--- config.mk ---
export PLATFORM = sky130hd
export DESIGN_NAME = sine_wobble_line_shifter
export DESIGN_NICKNAME = d
export VERILOG_FILES = /design/src/rtl/swls_pkg.sv /design/src/rtl/swls_shift_calc.sv /design/src/rtl/sine_wobble_line_shifter.sv
export SDC_FILE = /design/constraint.sdc
export NUM_CORES = 2
export LEC_CHECK = 0
export BUFFER_PORTS_ARGS = -buffer_cell sky130_fd_sc_hd__buf_2
export CELL_PAD_IN_SITES_DETAIL_PLACEMENT = 1
export CELL_PAD_IN_SITES_GLOBAL_PLACEMENT = 1
export CORE_MARGIN = 4
export CORE_UTILIZATION = 47
export CTS_BUF_LIST = sky130_fd_sc_hd__clkbuf_16
export CTS_CLUSTER_SIZE = 40
export DETAILED_ROUTE_END_ITERATION = 10
export PLACE_DENSITY_LB_ADDON = 0.1
export SYNTH_ARGS = -nofsm -noshare
export SYNTH_HDL_FRONTEND = slang
export SYNTH_SLANG_ARGS = --single-unit
--- constraint.sdc ---
create_clock -name clk_i -period 11.6 [get_ports clk_i]
set_clock_uncertainty 0.1 [all_clocks]
set_input_delay 2.32 -clock clk_i [delete_from_list [all_inputs] [get_ports clk_i]]
set_output_delay 2.32 -clock clk_i [all_outputs]
set_load 0.05 [all_outputs]
--- src/rtl/swls_pkg.sv ---
// Shared constants and helpers for the sine wobble line shifter.
// Holds the sine table, effect mode codes and the damping ramp thresholds.
// Used by swls_shift_calc and sine_wobble_line_shifter; no dependencies.
package swls_pkg;

  localparam int LineBytesDef = 32;
  localparam int MaxBytes     = 32;
  localparam int LineW        = 8 * MaxBytes;

  localparam logic RegIdxEffectMode = 1'b0;

  localparam logic [3:0] ModeSmooth  = 4'd0;
  localparam logic [3:0] ModeRipple  = 4'd1;
  localparam logic [3:0] ModeOcean   = 4'd2;
  localparam logic [3:0] ModeShear   = 4'd3;
  localparam logic [3:0] ModeInterf  = 4'd4;
  localparam logic [3:0] ModeDampen  = 4'd5;
  localparam logic [3:0] ModeBreathe = 4'd6;
  localparam logic [3:0] ModeZigzag  = 4'd7;
  localparam logic [3:0] ModeCascade = 4'd8;

  localparam logic [2:0] WaveTab [32] = '{
    3'd4, 3'd5, 3'd6, 3'd6, 3'd7, 3'd7, 3'd7, 3'd6,
    3'd6, 3'd5, 3'd4, 3'd3, 3'd2, 3'd1, 3'd1, 3'd0,
    3'd0, 3'd0, 3'd1, 3'd1, 3'd2, 3'd3, 3'd4, 3'd5,
    3'd6, 3'd6, 3'd7, 3'd7, 3'd7, 3'd6, 3'd6, 3'd5
  };

  localparam logic [6:0] DampT1 = 7'd20;
  localparam logic [6:0] DampT2 = 7'd40;
  localparam logic [6:0] DampT3 = 7'd55;
  localparam logic [6:0] DampT4 = 7'd70;
  localparam logic [6:0] DampT5 = 7'd85;
  localparam logic [6:0] DampT6 = 7'd100;
  localparam logic [6:0] DampT7 = 7'd115;

  function automatic logic [2:0] wave_raw(input logic [4:0] idx);
    return WaveTab[idx];
  endfunction

  function automatic logic signed [3:0] wave_at(input logic [4:0] idx);
    return $signed({1'b0, WaveTab[idx]}) - 4'sd4;
  endfunction

  function automatic logic [2:0] damp_amp(input logic [6:0] p);
    logic [2:0] a;
    if (p < DampT1) begin
      a = 3'd7;
    end else if (p < DampT2) begin
      a = 3'd6;
    end else if (p < DampT3) begin
      a = 3'd5;
    end else if (p < DampT4) begin
      a = 3'd4;
    end else if (p < DampT5) begin
      a = 3'd3;
    end else if (p < DampT6) begin
      a = 3'd2;
    end else if (p < DampT7) begin
      a = 3'd1;
    end else begin
      a = 3'd0;
    end
    return a;
  endfunction

  // truncate toward zero; |v| stays at or below 28
  function automatic logic signed [3:0] div7(input logic signed [5:0] v);
    logic [5:0] m;
    logic [2:0] q;
    m = v[5] ? 6'(-v) : 6'(v);
    if (m >= 6'd28) begin
      q = 3'd4;
    end else if (m >= 6'd21) begin
      q = 3'd3;
    end else if (m >= 6'd14) begin
      q = 3'd2;
    end else if (m >= 6'd7) begin
      q = 3'd1;
    end else begin
      q = 3'd0;
    end
    return v[5] ? -$signed({1'b0, q}) : $signed({1'b0, q});
  endfunction

endpackage

--- src/rtl/swls_shift_calc.sv ---
// Shift amount for one scanline from frame number, line index and effect mode.
// Depends on swls_pkg for the sine table, mode codes and division helper.
module swls_shift_calc (
  input  logic        [3:0] mode_i,
  input  logic        [7:0] frame_i,
  input  logic        [3:0] line_i,
  output logic signed [3:0] shift_o
);

  logic        [4:0] f5;
  logic        [4:0] l5;
  logic signed [4:0] sh;
  logic signed [4:0] w_a;
  logic signed [4:0] w_b;
  logic signed [5:0] prod;

  assign f5 = frame_i[4:0];
  assign l5 = {1'b0, line_i};

  always_comb begin
    sh   = '0;
    w_a  = '0;
    w_b  = '0;
    prod = '0;
    case (mode_i)
      swls_pkg::ModeSmooth: begin
        sh = 5'(swls_pkg::wave_at(5'(f5 * 5'd2 + l5 * 5'd4)));
      end
      swls_pkg::ModeRipple: begin
        sh = 5'(swls_pkg::wave_at(5'(f5 * 5'd5 + l5 * 5'd8)));
      end
      swls_pkg::ModeOcean: begin
        sh = 5'(swls_pkg::wave_at(5'(f5 + l5 * 5'd2)));
      end
      swls_pkg::ModeShear: begin
        w_a = 5'(swls_pkg::wave_at(5'(f5 * 5'd3 + l5 * 5'd3)));
        sh  = line_i[3] ? -w_a : w_a;
      end
      swls_pkg::ModeInterf: begin
        w_a = 5'(swls_pkg::wave_at(5'(f5 * 5'd2 + l5 * 5'd3)));
        w_b = 5'(swls_pkg::wave_at(5'(f5 * 5'd3 + l5 * 5'd7)));
        sh  = (w_a + w_b) >>> 1;
      end
      swls_pkg::ModeDampen: begin
        w_a  = 5'(swls_pkg::wave_at(5'(f5 * 5'd4 + l5 * 5'd5)));
        prod = 6'(6'(w_a) * $signed({3'b000, swls_pkg::damp_amp(frame_i[6:0])}));
        sh   = 5'(swls_pkg::div7(prod));
      end
      swls_pkg::ModeBreathe: begin
        w_a  = 5'(swls_pkg::wave_at(5'(f5 * 5'd3 + l5 * 5'd4)));
        prod = 6'(6'(w_a) * $signed({3'b000, swls_pkg::wave_raw(frame_i[6:2])}));
        sh   = 5'(swls_pkg::div7(prod));
      end
      swls_pkg::ModeZigzag: begin
        w_a = 5'(swls_pkg::wave_at(5'(f5 * 5'd3 + l5 * 5'd4)));
        sh  = line_i[0] ? -w_a : w_a;
      end
      swls_pkg::ModeCascade: begin
        sh = 5'(swls_pkg::wave_at(5'(f5 * 5'd2 + l5 * 5'd12)));
      end
      default: begin
        sh = '0;
      end
    endcase
  end

  assign shift_o = sh[3:0];

endmodule

--- src/rtl/sine_wobble_line_shifter.sv ---
// Sine wobble line shifter top level: APB mode register, input and result registers.
// Depends on swls_pkg and swls_shift_calc.
// The start transfer passes through in_valid_q and then done_q, which drives the done_o strobe.
// Throughput: one line per cycle; busy is held low and results are never stalled.
// Reset clears the effect mode to smooth and drops all strobes.
module sine_wobble_line_shifter #(
  parameter int LINE_BYTES = swls_pkg::LineBytesDef
) (
  input  logic               clk_i,
  input  logic               rst_ni,
  input  logic               psel,
  input  logic               penable,
  input  logic               pwrite,
  input  logic        [2:0]  paddr,
  input  logic        [31:0] pwdata,
  output logic        [31:0] prdata,
  output logic               pready,
  input  logic               start,
  output logic               busy,
  input  logic        [7:0]  frame_number_i,
  input  logic        [3:0]  line_index_i,
  input  logic        [63:0] pixels_0_i,
  input  logic        [63:0] pixels_1_i,
  input  logic        [63:0] pixels_2_i,
  input  logic        [63:0] pixels_3_i,
  output logic               done_o,
  output logic        [63:0] shifted_0_o,
  output logic        [63:0] shifted_1_o,
  output logic        [63:0] shifted_2_o,
  output logic        [63:0] shifted_3_o,
  output logic signed [3:0]  shift_amount_o
);

  localparam int LineW    = swls_pkg::LineW;
  localparam int NumBytes = (LINE_BYTES > swls_pkg::MaxBytes) ? swls_pkg::MaxBytes
                                                               : LINE_BYTES;
  localparam logic [LineW-1:0] LineMask = {LineW{1'b1}} << (LineW - 8 * NumBytes);

  logic              [3:0]       mode_q;
  logic                          in_valid_q;
  logic              [7:0]       frame_q;
  logic              [3:0]       line_q;
  logic              [LineW-1:0] pix_q;
  logic                          done_q;
  logic              [LineW-1:0] shifted_q;
  logic              [LineW-1:0] shifted_d;
  logic signed       [3:0]       amt_q;
  logic signed       [3:0]       sh;
  logic              [2:0]       mag;
  logic              [LineW-1:0] lin;
  logic                          cfg_wr;
  logic                          accept;

  assign pready = 1'b1;
  assign busy   = 1'b0;
  assign accept = start && !busy;
  assign cfg_wr = psel && penable && pwrite && pready;
  assign prdata = (paddr[2] == swls_pkg::RegIdxEffectMode) ? {28'd0, mode_q} : 32'd0;

  always_ff @(posedge clk_i or negedge rst_ni) begin
    if (!rst_ni) begin
      mode_q <= swls_pkg::ModeSmooth;
    end else if (cfg_wr && paddr[2] == swls_pkg::RegIdxEffectMode) begin
      mode_q <= pwdata[3:0];
    end
  end

  always_ff @(posedge clk_i or negedge rst_ni) begin
    if (!rst_ni) begin
      in_valid_q <= 1'b0;
      done_q     <= 1'b0;
    end else begin
      in_valid_q <= accept;
      done_q     <= in_valid_q;
    end
  end

  always_ff @(posedge clk_i) begin
    if (accept) begin
      frame_q <= frame_number_i;
      line_q  <= line_index_i;
      pix_q   <= {pixels_0_i, pixels_1_i, pixels_2_i, pixels_3_i};
    end
    if (in_valid_q) begin
      shifted_q <= shifted_d;
      amt_q     <= sh;
    end
  end

  swls_shift_calc u_calc (
    .mode_i  (mode_q),
    .frame_i (frame_q),
    .line_i  (line_q),
    .shift_o (sh)
  );

  assign mag       = sh[3] ? 3'(-sh) : sh[2:0];
  assign lin       = pix_q & LineMask;
  assign shifted_d = (sh[3] ? (lin << mag) : (lin >> mag)) & LineMask;

  assign done_o         = done_q;
  assign shifted_0_o    = shifted_q[255:192];
  assign shifted_1_o    = shifted_q[191:128];
  assign shifted_2_o    = shifted_q[127:64];
  assign shifted_3_o    = shifted_q[63:0];
  assign shift_amount_o = amt_q;

  a_done_follows_start: assert property (@(posedge clk_i) disable iff (!rst_ni)
    done_o |-> $past(accept, 2))
    else $error("result strobe without a matching start transfer");

  a_shift_range: assert property (@(posedge clk_i) disable iff (!rst_ni)
    done_o |-> (shift_amount_o >= -4'sd4 && shift_amount_o <= 4'sd4))
    else $error("shift amount out of range");

  a_unused_mode_zero: assert property (@(posedge clk_i) disable iff (!rst_ni)
    done_o && mode_q > swls_pkg::ModeCascade |-> shift_amount_o == 4'sd0)
    else $error("unused mode gave a non-zero shift");

  a_zero_shift_pass: assert property (@(posedge clk_i) disable iff (!rst_ni)
    done_q && amt_q == 4'sd0 |-> shifted_q == ($past(pix_q) & LineMask))
    else $error("zero shift altered the line");

endmodule
==> results.py <==
metrics = {
    "run_status": {
        "status": "finished, final reports clean",
    },
    "final_layout": {
        "utilization": 0.545,
        "layout-drive-gt1-share": 0.271,
        "n_fill_cell": 8179,
        "final_nets": 3828,
        "area_growth_pct": 14.8,
    },
    "route": {
        "viasPerCell": 6.34,
        "remaining_drc_errors": 0,
        "wl_mm": 121,
        "drtIter0Drc": 2542,
        "dr.pass1.iters": 6,
        "vias": 28803,
        "ant_nets": 0,
        "wl_per_cell_um": 26.7,
    },
    "sta": {
        "rsz0062_at_grt": "no",
        "slew_viol_final": 0,
        "fin_tns_setup_ns": 0,
        "setup_viol": 0,
        "min_period_over_period": 0.913,
        "tightest_slew_ns": 1.18,
        "layout_min_cycle_time_ns": 10.59,
        "timing.final.ws_setup_ns": 1.01,
        "slew_headroom": 0.213,
        "fmax_ghz": 0.0944,
        "hold_violations": 0,
    },
    "cts": {
        "clk_latency_ns": 0.64,
        "cts_made_buffers": 61,
        "clkSinkCount": 533,
        "clockBufferDepth": 3,
        "htree_levels": 2,
        "clock-root-buffer": "clkbuf_16",
        "tritoncts": "built",
        "cts_resized": 0,
        "cts_setup_buffers": 0,
        "path_clk_slew_ns": 0.06,
        "cts_hold_buf": 0,
    },
    "worst_hold_path": {
        "hp-class": "flop to flop",
    },
    "floorplan": {
        "ioPinCount": 604,
        "rows": 102,
        "fp.dieW_um": 288,
        "coreArea_um2": 77600,
        "initial_core_util": 0.475,
        "dieArea_um2": 82900,
        "die_y_um": 288,
    },
    "global_routing": {
        "grt_pass1_wl_mm": 183,
        "overflow": 0,
        "grt_max_degree": 184,
        "grt_pass1_vias": 29935,
        "antenna_found_initial": 35,
        "grt_use_total": 0.280,
    },
    "setup_path": {
        "end_kind": "flop",
        "crit_arrival_ns": 10.87,
        "cp_slowest_stage_delay_ns": 0.80,
        "critPathMaxFanout": 96,
        "cpMostUsedCell": "ha_1",
        "worst_setup_path_start_kind": "flop",
        "critPathTopFamily": "adder cells",
        "crit_slowest_cell": "edfxtp_1",
        "path_class": "flop to flop",
        "cp_num_buf_inv": 4,
        "cp.required_ns": 11.88,
    },
    "synthesis": {
        "synth-seq-cells": 533,
        "synth_ff_type": "edfxtp_1",
        "async_reset_ff_frac": 0.0113,
        "avgSynthCellArea_um2": 12.1,
        "synth_area_um2": 36800,
        "syn_inst": 3035,
        "synth-seq-area-share": 0.434,
        "synth_warnings": 0,
        "synth_edf_count": 527,
        "synth_cell_types": 86,
    },
    "place": {
        "port_buffers": 542,
        "pre_cts_slack_ns": 1.03,
        "dp_hpwl_mm": 89.1,
        "routabilityCongestion": 0.917,
    },
    "job": {
        "cap_violations": 0,
    },
}
==> routing by layer <==
layer | track usage | part of all wire | wire [µm] | up-vias
met2 | 0.463 | 0.48 | 58100 | 1128
met5 | 0 | 0.00053 | 64 | -
met1 | 0.367 | 0.41 | 49900 | 14461
met4 | 0.115 | 0.042 | 5140 | 10
li1 | - | - | - | 12969
met3 | 0.0444 | 0.068 | 8200 | 235
==> area by class of cell <==
type	instances	area (µm²)	share of cell area
Antenna cell	31	77.6	0.00184
Clock buffer	62	1550	0.0367
Clock inverter	51	523	0.0124
Inverter	70	270	0.00639
Multi-Input combinational cell	2181	19400	0.458
Sequential cell	533	16000	0.378
Tap cell	1040	1300	0.0308
Timing Repair Buffer	576	3190	0.0755
==> layout by cell type, fill, tap and decap left out, types with 14 or more instances in the layout <==
master	Yosys	routed
edfxtp_1	527	527
nand2_1	61	59
fa_1	23	23
a22oi_1	25	25
o221ai_1	33	33
a21o_1	16	16
diode_2	0	31
nand3_1	20	20
xnor2_1	35	35
mux2i_1	741	740
buf_12	0	17
inv_1	69	79
buf_4	39	17
clkbuf_16	0	62
mux2_2	236	236
nor2_1	118	118
o21ai_0	48	48
a221o_1	214	214
buf_2	111	541
conb_1	2	30
a21oi_1	54	54
clkinv_1	0	14
nor3_1	18	18
o22ai_1	220	220
ha_1	73	73
==> cell usage after synthesis (all sizes together), types with 11 or more instances <==
cell type	count	area (µm²)
xnor2	38	367
inv	70	263
clkbuf	112	420
a2bb2oi	11	96.3
o22ai	220	1380
mux2i	741	7420
nor2b	12	75.1
a22oi	25	188
fa	23	460
a21oi	54	270
nand3	20	100
nor2	121	467
a211oi	11	82.6
nor3	19	100
nand2	61	229
mux2	259	2960
a221o	214	2140
xor2	13	121
o21ai	50	250
edfxtp	527	15800
a21o	16	120
ha	73	913
buf	167	950
o221ai	33	289
==> path summary, 6_finish.rpt <==
| path | slack, ns | from | depth (start not counted) | to |
|---|---|---|---|---|
| max in group asynchronous | 9.84 | rst_ni | 1 | in_valid_q |
| worst min-delay path | 0.65 | mode_q[2] | 1 | mode_q[2] |
| worst max-delay path | 1.01 | frame_q[2] | 29 | shifted_q[24] |
| min in group asynchronous | 1.41 | rst_ni | 1 | mode_q[1] |
| worst max register to register | 1.01 | frame_q[2] | 29 | shifted_q[24] |
| worst min register to register | 0.65 | mode_q[2] | 1 | mode_q[2] |
==> sequential cells by signal, indices dropped and copies added, names as in the netlist <==
signal / count
lin: 256
shifted_q: 256
frame_q: 7
line_q: 4
mode_q: 4
shift_amount_o: 4
done_o: 1
in_valid_q: 1
==> per-stage QoR <==
stage	area [µm²]	std cells	hold slack, ns
final	42300	4544	0.652
after global routing	42200	4531	0.678
after CTS	42200	4513	0.654
after detailed placement	40100	4400	0.637
after global placement	40100	4400	0.625
after floorplan	36900	3063	0.512
==> cells by family (layout without fill, tap and decap cells) <==
| family | count (synthesis) | count (layout) | synth area share |
|---|---|---|---|
| buffers and inverters | 349 | 759 | 0.0443 |
| XOR/XNOR | 54 | 54 | 0.0151 |
| AO/OA/AOI/OAI | 717 | 717 | 0.150 |
| other | 2 | 61 | 0.000204 |
| flip-flops | 533 | 533 | 0.434 |
| adder cells (fa/ha/maj) | 97 | 97 | 0.0376 |
| AND/OR/NAND/NOR | 279 | 279 | 0.0349 |
| multiplexers | 1004 | 1004 | 0.284 |
Power is left out: the tool's default activity adds up to more than one toggle a clock period on the data nets, which glitch-free logic cannot reach.
